**src/rvcs_pkg.sv**
```systemverilog
package rvcs_pkg;

    localparam int XLEN      = 32;
    localparam int REG_COUNT = 32;
    localparam int REG_IDX_W = 5;

    // Major opcodes
    localparam logic [6:0] OP_HALT  = 7'h00;
    localparam logic [6:0] OP_LUI   = 7'h37;
    localparam logic [6:0] OP_AUIPC = 7'h17;
    localparam logic [6:0] OP_IMM   = 7'h13;
    localparam logic [6:0] OP_REG   = 7'h33;
    localparam logic [6:0] OP_STORE = 7'h23;
    localparam logic [6:0] OP_BRAN  = 7'h63;

    // funct3 codes for ALU operations
    localparam logic [2:0] F3_ADD  = 3'd0;
    localparam logic [2:0] F3_SLL  = 3'd1;
    localparam logic [2:0] F3_SLT  = 3'd2;
    localparam logic [2:0] F3_SLTU = 3'd3;
    localparam logic [2:0] F3_XOR  = 3'd4;
    localparam logic [2:0] F3_SRL  = 3'd5;
    localparam logic [2:0] F3_OR   = 3'd6;
    localparam logic [2:0] F3_AND  = 3'd7;

    // funct3 codes for stores and branches
    localparam logic [2:0] F3_SW  = 3'd2;
    localparam logic [2:0] F3_BEQ = 3'd0;
    localparam logic [2:0] F3_BNE = 3'd1;
    localparam logic [2:0] F3_BLT = 3'd4;
    localparam logic [2:0] F3_BGE = 3'd5;

    // funct7 codes
    localparam logic [6:0] F7_BASE = 7'h00;
    localparam logic [6:0] F7_ALT  = 7'h20;

    localparam logic [XLEN-1:0] PC_STEP = 32'd4;

    typedef struct packed {
        logic [XLEN-1:0]      next_pc;
        logic                 store_valid;
        logic [XLEN-1:0]      store_addr;
        logic [XLEN-1:0]      store_data;
        logic                 reg_write_valid;
        logic [REG_IDX_W-1:0] reg_write_index;
        logic [XLEN-1:0]      reg_write_value;
        logic                 halted;
        logic                 unsupported;
    } t_result;

endpackage

```
**src/rv32i_subset_core_step_top.sv**
```systemverilog
// Channel   Direction  Handshake                      Payload
// in        input      i_in_valid / o_in_stall        i_instr_word
// out       output     o_out_valid / i_out_stall      o_next_pc .. o_unsupported
// config    input      i_cfg_wr_en                    i_cfg_wr_data (start address)
//
// One instruction retires per clock while the output is not stalled. The register-file
// RAM reads both source registers at the accepting edge; the operand stage then decodes,
// executes and loads the result register. Results forward from the execute step into the
// operand stage, so dependent instructions run back to back.
// Reset is synchronous: PC to zero, halt cleared, and per-entry valid bits make every
// register read as zero, so no clearing pass is needed.
// A stalled output holds its result; one more instruction waits in the operand stage
// before o_in_stall rises.
module rv32i_subset_core_step_top (
    input  logic        i_clk,
    input  logic        i_rst_n,
    input  logic        i_cfg_wr_en,
    input  logic [31:0] i_cfg_wr_data,
    input  logic        i_in_valid,
    output logic        o_in_stall,
    input  logic [31:0] i_instr_word,
    output logic        o_out_valid,
    input  logic        i_out_stall,
    output logic [31:0] o_next_pc,
    output logic        o_store_valid,
    output logic [31:0] o_store_addr,
    output logic [31:0] o_store_data,
    output logic        o_reg_write_valid,
    output logic [4:0]  o_reg_write_index,
    output logic [31:0] o_reg_write_value,
    output logic        o_halted,
    output logic        o_unsupported
);

    logic                        r_s1_valid;
    logic [31:0]                 r_s1_instr;
    logic                        r_fwd_a;
    logic                        r_fwd_b;
    logic [31:0]                 r_fwd_val;
    logic                        r_vld_a;
    logic                        r_vld_b;
    logic [rvcs_pkg::REG_COUNT-1:0] r_reg_vld;
    logic [31:0]                 r_pc;
    logic                        r_halt;
    logic                        r_out_valid;
    rvcs_pkg::t_result           r_out;

    logic              w_out_free;
    logic              w_s1_adv;
    logic              w_accept;
    logic              w_ex_wr;
    logic [4:0]        w_rs1;
    logic [4:0]        w_rs2;
    logic [31:0]       w_ram_a;
    logic [31:0]       w_ram_b;
    logic [31:0]       w_op_a;
    logic [31:0]       w_op_b;
    rvcs_pkg::t_result w_res;

    // handshake
    assign w_out_free = !r_out_valid || !i_out_stall;
    assign w_s1_adv   = r_s1_valid && w_out_free;
    assign o_in_stall = r_s1_valid && !w_out_free;
    assign w_accept   = i_in_valid && !o_in_stall;

    assign w_rs1   = i_instr_word[19:15];
    assign w_rs2   = i_instr_word[24:20];
    assign w_ex_wr = w_s1_adv && w_res.reg_write_valid;

    // register file storage
    rvcs_ram #(
        .WIDTH (rvcs_pkg::XLEN),
        .DEPTH (rvcs_pkg::REG_COUNT)
    ) u_regfile (
        .i_clk       (i_clk),
        .i_wr_en     (w_ex_wr),
        .i_wr_addr   (w_res.reg_write_index),
        .i_wr_data   (w_res.reg_write_value),
        .i_rd_en     (w_accept),
        .i_rd_addr_a (w_rs1),
        .i_rd_addr_b (w_rs2),
        .o_rd_data_a (w_ram_a),
        .o_rd_data_b (w_ram_b)
    );

    // operand stage: capture beat, entry valid bits and forwarding from execute
    always_ff @(posedge i_clk) begin
        if (!i_rst_n) begin
            r_s1_valid <= 1'b0;
        end else if (w_accept) begin
            r_s1_valid <= 1'b1;
        end else if (w_s1_adv) begin
            r_s1_valid <= 1'b0;
        end
    end

    always_ff @(posedge i_clk) begin
        if (w_accept) begin
            r_s1_instr <= i_instr_word;
            r_vld_a    <= r_reg_vld[w_rs1];
            r_vld_b    <= r_reg_vld[w_rs2];
            r_fwd_a    <= w_ex_wr && (w_res.reg_write_index == w_rs1);
            r_fwd_b    <= w_ex_wr && (w_res.reg_write_index == w_rs2);
            r_fwd_val  <= w_res.reg_write_value;
        end
    end

    assign w_op_a = r_fwd_a ? r_fwd_val : (r_vld_a ? w_ram_a : '0);
    assign w_op_b = r_fwd_b ? r_fwd_val : (r_vld_b ? w_ram_b : '0);

    rvcs_exec u_exec (
        .i_instr (r_s1_instr),
        .i_pc    (r_pc),
        .i_op_a  (w_op_a),
        .i_op_b  (w_op_b),
        .i_halt  (r_halt),
        .o_res   (w_res)
    );

    // architectural state: PC, halt flag, register valid bits
    always_ff @(posedge i_clk) begin
        if (!i_rst_n) begin
            r_pc      <= '0;
            r_halt    <= 1'b0;
            r_reg_vld <= '0;
        end else if (i_cfg_wr_en) begin
            r_pc <= i_cfg_wr_data;
        end else if (w_s1_adv) begin
            r_pc   <= w_res.next_pc;
            r_halt <= w_res.halted;
            if (w_res.reg_write_valid) begin
                r_reg_vld[w_res.reg_write_index] <= 1'b1;
            end
        end
    end

    // result register
    always_ff @(posedge i_clk) begin
        if (!i_rst_n) begin
            r_out_valid <= 1'b0;
        end else if (w_s1_adv) begin
            r_out_valid <= 1'b1;
        end else if (!i_out_stall) begin
            r_out_valid <= 1'b0;
        end
    end

    always_ff @(posedge i_clk) begin
        if (w_s1_adv) begin
            r_out <= w_res;
        end
    end

    assign o_out_valid       = r_out_valid;
    assign o_next_pc         = r_out.next_pc;
    assign o_store_valid     = r_out.store_valid;
    assign o_store_addr      = r_out.store_addr;
    assign o_store_data      = r_out.store_data;
    assign o_reg_write_valid = r_out.reg_write_valid;
    assign o_reg_write_index = r_out.reg_write_index;
    assign o_reg_write_value = r_out.reg_write_value;
    assign o_halted          = r_out.halted;
    assign o_unsupported     = r_out.unsupported;

    // checks
    a_no_x0_write: assert property (@(posedge i_clk) disable iff (!i_rst_n)
        (r_out_valid && r_out.reg_write_valid) |-> (r_out.reg_write_index != '0))
        else $error("register write to x0 delivered");

    a_one_effect: assert property (@(posedge i_clk) disable iff (!i_rst_n)
        r_out_valid |-> !(r_out.store_valid && r_out.reg_write_valid))
        else $error("store and register write in one result");

    a_halt_sticks: assert property (@(posedge i_clk) disable iff (!i_rst_n)
        r_halt |=> r_halt)
        else $error("halt flag cleared without reset");

    a_s1_holds: assert property (@(posedge i_clk) disable iff (!i_rst_n)
        (r_s1_valid && !w_s1_adv) |=> (r_s1_valid && r_s1_instr == $past(r_s1_instr)))
        else $error("operand stage lost a held instruction");

    a_bad_no_effect: assert property (@(posedge i_clk) disable iff (!i_rst_n)
        (r_out_valid && r_out.unsupported) |->
            (!r_out.reg_write_valid && !r_out.store_valid))
        else $error("unsupported instruction caused a write");

endmodule

```
**src/rvcs_ram.sv**
```systemverilog
module rvcs_ram #(
    parameter int WIDTH = 32,
    parameter int DEPTH = 32
) (
    input  logic                     i_clk,
    input  logic                     i_wr_en,
    input  logic [$clog2(DEPTH)-1:0] i_wr_addr,
    input  logic [WIDTH-1:0]         i_wr_data,
    input  logic                     i_rd_en,
    input  logic [$clog2(DEPTH)-1:0] i_rd_addr_a,
    input  logic [$clog2(DEPTH)-1:0] i_rd_addr_b,
    output logic [WIDTH-1:0]         o_rd_data_a,
    output logic [WIDTH-1:0]         o_rd_data_b
);

    logic [WIDTH-1:0] r_mem [DEPTH];
    logic [WIDTH-1:0] r_rd_data_a;
    logic [WIDTH-1:0] r_rd_data_b;

    // write port
    always_ff @(posedge i_clk) begin
        if (i_wr_en) begin
            r_mem[i_wr_addr] <= i_wr_data;
        end
    end

    // two registered read ports
    always_ff @(posedge i_clk) begin
        if (i_rd_en) begin
            r_rd_data_a <= r_mem[i_rd_addr_a];
            r_rd_data_b <= r_mem[i_rd_addr_b];
        end
    end

    assign o_rd_data_a = r_rd_data_a;
    assign o_rd_data_b = r_rd_data_b;

endmodule

```
**src/rvcs_exec.sv**
```systemverilog
module rvcs_exec (
    input  logic [31:0]              i_instr,
    input  logic [31:0]              i_pc,
    input  logic [31:0]              i_op_a,
    input  logic [31:0]              i_op_b,
    input  logic                     i_halt,
    output rvcs_pkg::t_result        o_res
);

    always_comb begin
        logic [6:0]  op;
        logic [4:0]  rd;
        logic [2:0]  f3;
        logic [6:0]  f7;
        logic [31:0] imm_i;
        logic [31:0] imm_s;
        logic [31:0] imm_b;
        logic [31:0] imm_u;
        logic [4:0]  sh;
        logic [31:0] pc_inc;
        logic        lt;
        logic        take;
        logic        wr;
        logic        bad;
        logic [31:0] val;

        op     = i_instr[6:0];
        rd     = i_instr[11:7];
        f3     = i_instr[14:12];
        f7     = i_instr[31:25];
        imm_i  = {{20{i_instr[31]}}, i_instr[31:20]};
        imm_s  = {{20{i_instr[31]}}, i_instr[31:25], i_instr[11:7]};
        imm_b  = {{19{i_instr[31]}}, i_instr[31], i_instr[7], i_instr[30:25],
                  i_instr[11:8], 1'b0};
        imm_u  = {i_instr[31:12], 12'd0};
        sh     = i_op_b[4:0];
        pc_inc = i_pc + rvcs_pkg::PC_STEP;
        lt     = $signed(i_op_a) < $signed(i_op_b);
        take   = 1'b0;
        wr     = 1'b0;
        bad    = 1'b0;
        val    = '0;
        o_res  = '0;

        // decode and execute
        case (op)
            rvcs_pkg::OP_LUI: begin
                wr  = 1'b1;
                val = imm_u;
            end
            rvcs_pkg::OP_AUIPC: begin
                wr  = 1'b1;
                val = i_pc + imm_u;
            end
            rvcs_pkg::OP_IMM: begin
                if (f3 == rvcs_pkg::F3_ADD) begin
                    wr  = 1'b1;
                    val = i_op_a + imm_i;
                end else if (f3 == rvcs_pkg::F3_SLL && f7 == rvcs_pkg::F7_BASE) begin
                    wr  = 1'b1;
                    val = i_op_a << i_instr[24:20];
                end else begin
                    bad = 1'b1;
                end
            end
            rvcs_pkg::OP_REG: begin
                if ((f7 != rvcs_pkg::F7_BASE &&
                     !(f7 == rvcs_pkg::F7_ALT &&
                       (f3 == rvcs_pkg::F3_ADD || f3 == rvcs_pkg::F3_SRL))) ||
                    f3 == rvcs_pkg::F3_SLTU) begin
                    bad = 1'b1;
                end else begin
                    wr = 1'b1;
                    case (f3)
                        rvcs_pkg::F3_ADD: val = (f7 == rvcs_pkg::F7_ALT) ?
                                                i_op_a - i_op_b : i_op_a + i_op_b;
                        rvcs_pkg::F3_SLL: val = i_op_a << sh;
                        rvcs_pkg::F3_SLT: val = {31'd0, lt};
                        rvcs_pkg::F3_XOR: val = i_op_a ^ i_op_b;
                        rvcs_pkg::F3_SRL: val = (f7 == rvcs_pkg::F7_ALT) ?
                                                32'($signed(i_op_a) >>> sh) :
                                                i_op_a >> sh;
                        rvcs_pkg::F3_OR:  val = i_op_a | i_op_b;
                        rvcs_pkg::F3_AND: val = i_op_a & i_op_b;
                        default:          val = '0;
                    endcase
                end
            end
            rvcs_pkg::OP_STORE: begin
                if (f3 == rvcs_pkg::F3_SW) begin
                    o_res.store_valid = 1'b1;
                    o_res.store_addr  = i_op_a + imm_s;
                    o_res.store_data  = i_op_b;
                end else begin
                    bad = 1'b1;
                end
            end
            rvcs_pkg::OP_BRAN: begin
                case (f3)
                    rvcs_pkg::F3_BEQ: take = (i_op_a == i_op_b);
                    rvcs_pkg::F3_BNE: take = (i_op_a != i_op_b);
                    rvcs_pkg::F3_BLT: take = lt;
                    rvcs_pkg::F3_BGE: take = !lt;
                    default:          bad  = 1'b1;
                endcase
            end
            rvcs_pkg::OP_HALT: begin
                o_res.halted = 1'b1;
            end
            default: begin
                bad = 1'b1;
            end
        endcase

        o_res.next_pc     = take ? i_pc + imm_b : pc_inc;
        o_res.unsupported = bad;

        // drop writes to x0
        if (wr && rd != '0) begin
            o_res.reg_write_valid = 1'b1;
            o_res.reg_write_index = rd;
            o_res.reg_write_value = val;
        end

        // a halted core ignores the word and holds the PC
        if (i_halt) begin
            o_res         = '0;
            o_res.next_pc = i_pc;
            o_res.halted  = 1'b1;
        end
    end

endmodule
```
**config.mk**
```make
export PLATFORM = sky130hd
export DESIGN_NAME = rv32i_subset_core_step_top
export DESIGN_NICKNAME = d
export VERILOG_FILES = /design/src/rvcs_pkg.sv /design/src/rv32i_subset_core_step_top.sv /design/src/rvcs_ram.sv /design/src/rvcs_exec.sv
export SDC_FILE = /design/constraint.sdc
export NUM_CORES = 2
export LEC_CHECK = 0
export BUFFER_PORTS_ARGS = -buffer_cell sky130_fd_sc_hd__buf_2
export CELL_PAD_IN_SITES_DETAIL_PLACEMENT = 1
export CELL_PAD_IN_SITES_GLOBAL_PLACEMENT = 2
export CORE_MARGIN = 2
export CORE_UTILIZATION = 45
export CTS_CLUSTER_DIAMETER = 100
export CTS_CLUSTER_SIZE = 14
export DETAILED_ROUTE_END_ITERATION = 8
export PLACE_DENSITY = 0.84
export REMOVE_ABC_BUFFERS = 1
export SETUP_SLACK_MARGIN = 0.4
export SLEW_MARGIN = 30
export SYNTH_ARGS = -nofsm -noshare
export SYNTH_HDL_FRONTEND = slang
export SYNTH_SLANG_ARGS = --single-unit
```
**constraint.sdc**
```tcl
create_clock -name i_clk -period 12.6 [get_ports i_clk]
set_clock_uncertainty 0.05 [all_clocks]
set_input_delay 1.89 -clock i_clk [delete_from_list [all_inputs] [get_ports i_clk]]
set_output_delay 1.89 -clock i_clk [all_outputs]
set_load 0.01 [all_outputs]
```
Word level (Yosys, flattened, before mapping)
Memory sizes are Yosys's and may differ from the RTL's. A register that Yosys moved wholly into a read port is not among the register bits.
Cells that the tools add are included.
{ "classes": {"n_reduce_logical": 34, "magnitude_cmp": 5, "n_eq_ne": 19, "addsub": 7, "muxes": 43, "n_bitwise": 7, "shift": 4} }
{ "ops": {"columns": ["op", "n"], "rows": [
  ["32-bit 2-to-1 mux", 12],
  ["32-bit case mux with 7 select lines", 1],
  ["32-bit adder", 5],
  ["137-bit 2-to-1 mux", 1],
  ["65-bit 2-to-1 mux", 2],
  ["32-bit case mux with 4 select lines", 1],
  ["32-bit bitwise OR", 2],
  ["32-bit by 5-bit left shift with 32-bit output", 2],
  ["38-bit 2-to-1 mux", 1],
  ["32-bit by 3-bit adder with 32-bit output, second input constant", 1],
  ["32-bit AND", 1],
  ["32-bit equality test", 1],
  ["32-bit < comparator", 1],
  ["32-bit inequality test", 1],
  ["32-bit by 5-bit >> shifter with 32-bit output", 1],
  ["32-bit by 5-bit >>> shifter with 32-bit output", 1],
  ["32-bit subtractor", 1],
  ["32-bit XOR", 1],
  ["7-bit by 6-bit equality test with 1-bit output, second input constant", 4],
  ["1-bit 2-to-1 mux", 19],
  ["5-bit by 6-bit < comparator with 1-bit output, second input constant", 3],
  ["7-bit by 5-bit equality test with 1-bit output, second input constant", 2],
  ["7-bit logical NOT", 2],
  ["3-bit equality test, second input constant", 4],
  ["24 further kinds", 49]
]} }
{ "word_totals": {"ramBits": 1024, "elab_cells": 140, "n_memories": 1, "reg_bits": 272} }
{ "memory_table": {"columns": ["memory", "depth", "width", "rd", "rd_ports_with_merged_regs", "wr", "line", "rtl"], "rows": [
  ["u_regfile.r_mem", 32, 32, 2, 2, 1, "rvcs_ram.sv:16", "logic [WIDTH-1:0] r_mem [DEPTH];"]
]} }

Depth between registers and ports, before layout
{ "depth": {"ltp_word": 16, "ltp_mapped": 23} }

By module
A second synthesis with hierarchy kept.
{ "hier_totals": {"hier_cells": 6887, "area_unflattened_um2": 78749.3} }
{ "modules_own_cells": {"columns": ["module", "area_per_inst_um2", "instances", "seq_area_each_um2", "cells_each"], "rows": [
  ["rvcs_ram", 50711.1, 1, 32671.3, 3450],
  ["rvcs_exec", 17684.5, 1, 0.0, 2732],
  ["rv32i_subset_core_step_top", 10353.7, 1, 7497.2, 705]
]} }

Worst setup path after synthesis
OpenSTA, ideal clock, no wires.
{ "synth_timing": {"path_type": "input port to flip-flop", "start": "in i_out_stall", "end": "reg r_fwd_a (enable)", "path_stages": 2, "path_slack_ns": 3.962, "arrival_time_ns": 7.949, "path_cell_list": "and3_1 nor2b_1"} }
{ "synth_between": {"elab_chain_cells": 6} }
{ "synth_rtl": {"columns": ["element", "line", "rtl"], "rows": [
  ["start, declared", "rv32i_subset_core_step_top.sv:23", "input logic i_out_stall,"],
  ["1-bit logical NOT", null, null],
  ["1-bit logical OR", "rv32i_subset_core_step_top.sv:61", "assign w_out_free = !r_out_valid || !i_out_stall;"],
  ["1-bit logical NOT", "rv32i_subset_core_step_top.sv:63", "assign o_in_stall = r_s1_valid && !w_out_free;"],
  ["1-bit logical AND", "rv32i_subset_core_step_top.sv:63", null],
  ["1-bit logical NOT", "rv32i_subset_core_step_top.sv:64", "assign w_accept = i_in_valid && !o_in_stall;"],
  ["1-bit logical AND", "rv32i_subset_core_step_top.sv:64", null],
  ["net u_regfile.i_rd_en", "rvcs_ram.sv:9", "input logic i_rd_en,"],
  ["end signal, assigned", "rv32i_subset_core_step_top.sv:102", "r_fwd_a <= w_ex_wr && (w_res.reg_write_index == w_rs1);"],
  ["end, declared", "rv32i_subset_core_step_top.sv:37", "logic r_fwd_a;"]
]} }
The timed path passes the listed nets, and every way through them passes these cells.
A chain may end at the register's enable or synchronous reset.

==> metrics.csv <==
metric,value,unit
status,completed,
WL/cell,37.1,um
area of the core,167000,um2
crit path max fanout,39,
final core occ,49.6,%
Die H,414,um
setup_tns,0,ns
"commonest non-fill, non-tap cell in the layout",edfxtp_1,
# placed instances,7624,
pin count of the biggest net entering global routing,128,
Worst EP arrival,6.79,ns
P per Cell Area,112,nW/um2
"Seq/Total Area, Yosys",53.1,%
die area,172000,um2
num rows,150,
Ys Warns,0,
Post-synth EDFFs,1293,
Area Overhead vs Synth,9.49,%
die width,414,um
"crit path setup slack, layout",6.10,ns
Routed Antenna Nets,0,
fin crit period,6.50,ns
via-per-instance ratio,6.93,
synthesized flop and latch total,1360,
Starting DRT DRC Count,7072,
critical path class,reg2reg,
clk slew on worst S/H paths,0.08,ns
Post-CTS Resized,0,
# DRC,0,
most frequent cells in the layout,"edfxtp_1, mux4_2, nor2_1",
GR Util met2,53.7,%
CTS Buf Count,109,
reg-to-reg setup timing slack,6.10,ns
number of fill cells in the layout,16400,
final setup fails,0,
synthesized area per cell,14.0,um2
total track usage,33.1,%
root buffer cell,clkbuf_16,
synthesized area,75700,um2
Sink Count,1360,
dpl hpwl,189000,um
RSZ-0062 raised after global routing,no,
Post-CTS Setup Repair Bufs,0,
fin. max-slew vios,0,
Final Cycle Share,51.6,%
H-Tree Level Count,3,
CTS tree,yes,
synth unique cells,91,
"non-filler cells, final",7767,
CTS Buffer Depth,3,
final hold violation count,0,
via count,53900,
Synth area leader,edfxtp_1,
boundary pin count,208,
Max Cap Viol,0,
layout cell share with drive strength beyond 1,24.4,%
ys async rst share,0,%
first-pass GRT wire length,410000,um
DRT Pass-1 Iters,6,
Leak,30.3,nW
GPL Wtd Cong,1.01,
Worst EP required,12.90,ns
Post-Synthesis Cells,5423,
Worst Hold Class,reg2reg,
Max-slew headroom,25.9,%
fmax,154,MHz
PortBufs,207,
peak supply drop,0.116,mV
gr busiest metal,met2,
hold_buf cts,0,
total grt overflow,0,
CP Capture Type,flip-flop,
post-synth top area share,51.3,%
met1 Track Usage GR,43.8,%
effective utilization at floorplan,45.3,%
Area contributors post-synth,"edfxtp_1, mux4_2, ha_1, a21oi_1, nor2_1",
vias in the first global route,54700,
Post-Route WL,288000,um
worst-margin pin slew,1.11,ns
startpoint types,flip-flop,
dpl ws,6.22,ns
nets,5810,
Power Total,9.30,mW
met3 GRT Util,5.06,%
initial antenna violation count,8,
Worst-Skew Late Latency,0.78,ns
Post-synth top flop,edfxtp_1,
[kinds of logic after synthesis]
family | Yosys count | synth area share, %
other cells | 1 | 0.00495
compound gates | 1275 | 10.6
flops | 1360 | 53.1
mux | 847 | 22.4
xor+xnor | 144 | 1.67
fa+ha+maj | 207 | 3.48
buf+inv | 549 | 2.81
simple gates | 1040 | 6.06
[final timing paths]
check / start / to / depth (start not counted)
worst max-delay path: r_fwd_b / u_regfile.r_mem[26][26] / 21
worst min-delay path: r_reg_vld[0] / r_reg_vld[0] / 1
worst max register to register: r_fwd_b / u_regfile.r_mem[26][26] / 21
worst min register to register: r_reg_vld[0] / r_reg_vld[0] / 1
[sequential cells by signal (all words and copies together), names as in the netlist, 5 cells and up]
register / count
r_s1_instr: 32
r_pc: 32
o_store_data: 32
o_reg_write_index: 5
u_regfile.o_rd_data_b: 32
r_reg_vld: 32
u_regfile.o_rd_data_a: 32
o_store_addr: 32
o_next_pc: 32
o_reg_write_value: 32
u_regfile.r_mem: 1024
r_fwd_val: 32
[layout make-up]
type / instances / area (um2) / share of cell area [%]
diodes: 2 / 5.00 / 0.00604
clock buffers: 128 / 2800 / 3.38
clock inverters: 10 / 183 / 0.220
inverters: 144 / 551 / 0.664
multi-input cells: 3545 / 34000 / 41.0
flip-flops and latches: 1360 / 40200 / 48.5
well taps: 2204 / 2760 / 3.33
repair buffers: 374 / 2440 / 2.94
[routing by layer]
metal	wire (um)	up-vias
li1	-	21800
met1	109000	28100
met2	137000	3270
met3	25900	683
met4	16300	4
met5	24	-
[synthesized netlist by cell type (all sizes together), types with 7 or more instances]
library cell  count
mux2i            94
mux2             86
and2             15
a21boi           11
o22ai            68
and3             25
xnor2            94
nor2b            22
a211oi           35
a31oi            51
mux4            667
a21oi           376
o31ai            12
clkbuf          289
o211ai           39
inv             141
nor2            458
or3              16
nor4             14
ha              201
nor3b             9
a22oi            58
a211o             7
o21a             58
a21o             55
nand3            58
edfxtp         1293
buf             116
a31o              8
a221oi           20
o22a             18
nor3             56
o221ai            9
o21bai           37
a311oi            9
a22o             32
xor2             50
o21ai           303
nand2           293
dfxtp            67
nand4            28
nand2b           23
a222oi           15
[worst max-delay path, stage by stage, from the launching register on]
cell and delay [ns]:
edfxtp_1 0.32, buf_4 0.44, nor2b_4 0.06, buf_4 0.29
a22oi_2 0.26, buf_4 0.43, inv_2 0.30, ha_1 0.33
inv_1 0.09, fa_1 0.24, a211oi_1 0.12, o211ai_1 0.30
a31oi_1 0.19, o21bai_1 0.16, a21oi_1 0.12, o41a_1 0.37
o41ai_1 0.59, nand4_1 0.16, a22oi_1 0.20, xor2_1 0.21
nor2_1 0.05, or3_2 0.75
[per-stage QoR]
step / instance area, um2 / hold WS (ns)
2_1_floorplan: 74200 / 0.378
3_3_place_gp: 79800 / 0.409
3_5_place_dp: 79800 / 0.414
4_1_cts: 82800 / 0.445
5_1_grt: 82900 / 0.469
6_report: 82900 / 0.442
[power breakdown]
part	switching (mW)	leakage [nW]	internal, mW
Clock	1.63	1.44	1.56
Sequential	0.0528	14.7	4.93
Combinational	0.738	14.1	0.373
Total	2.42	30.3	6.87
(Power assumes the default switching activity.)
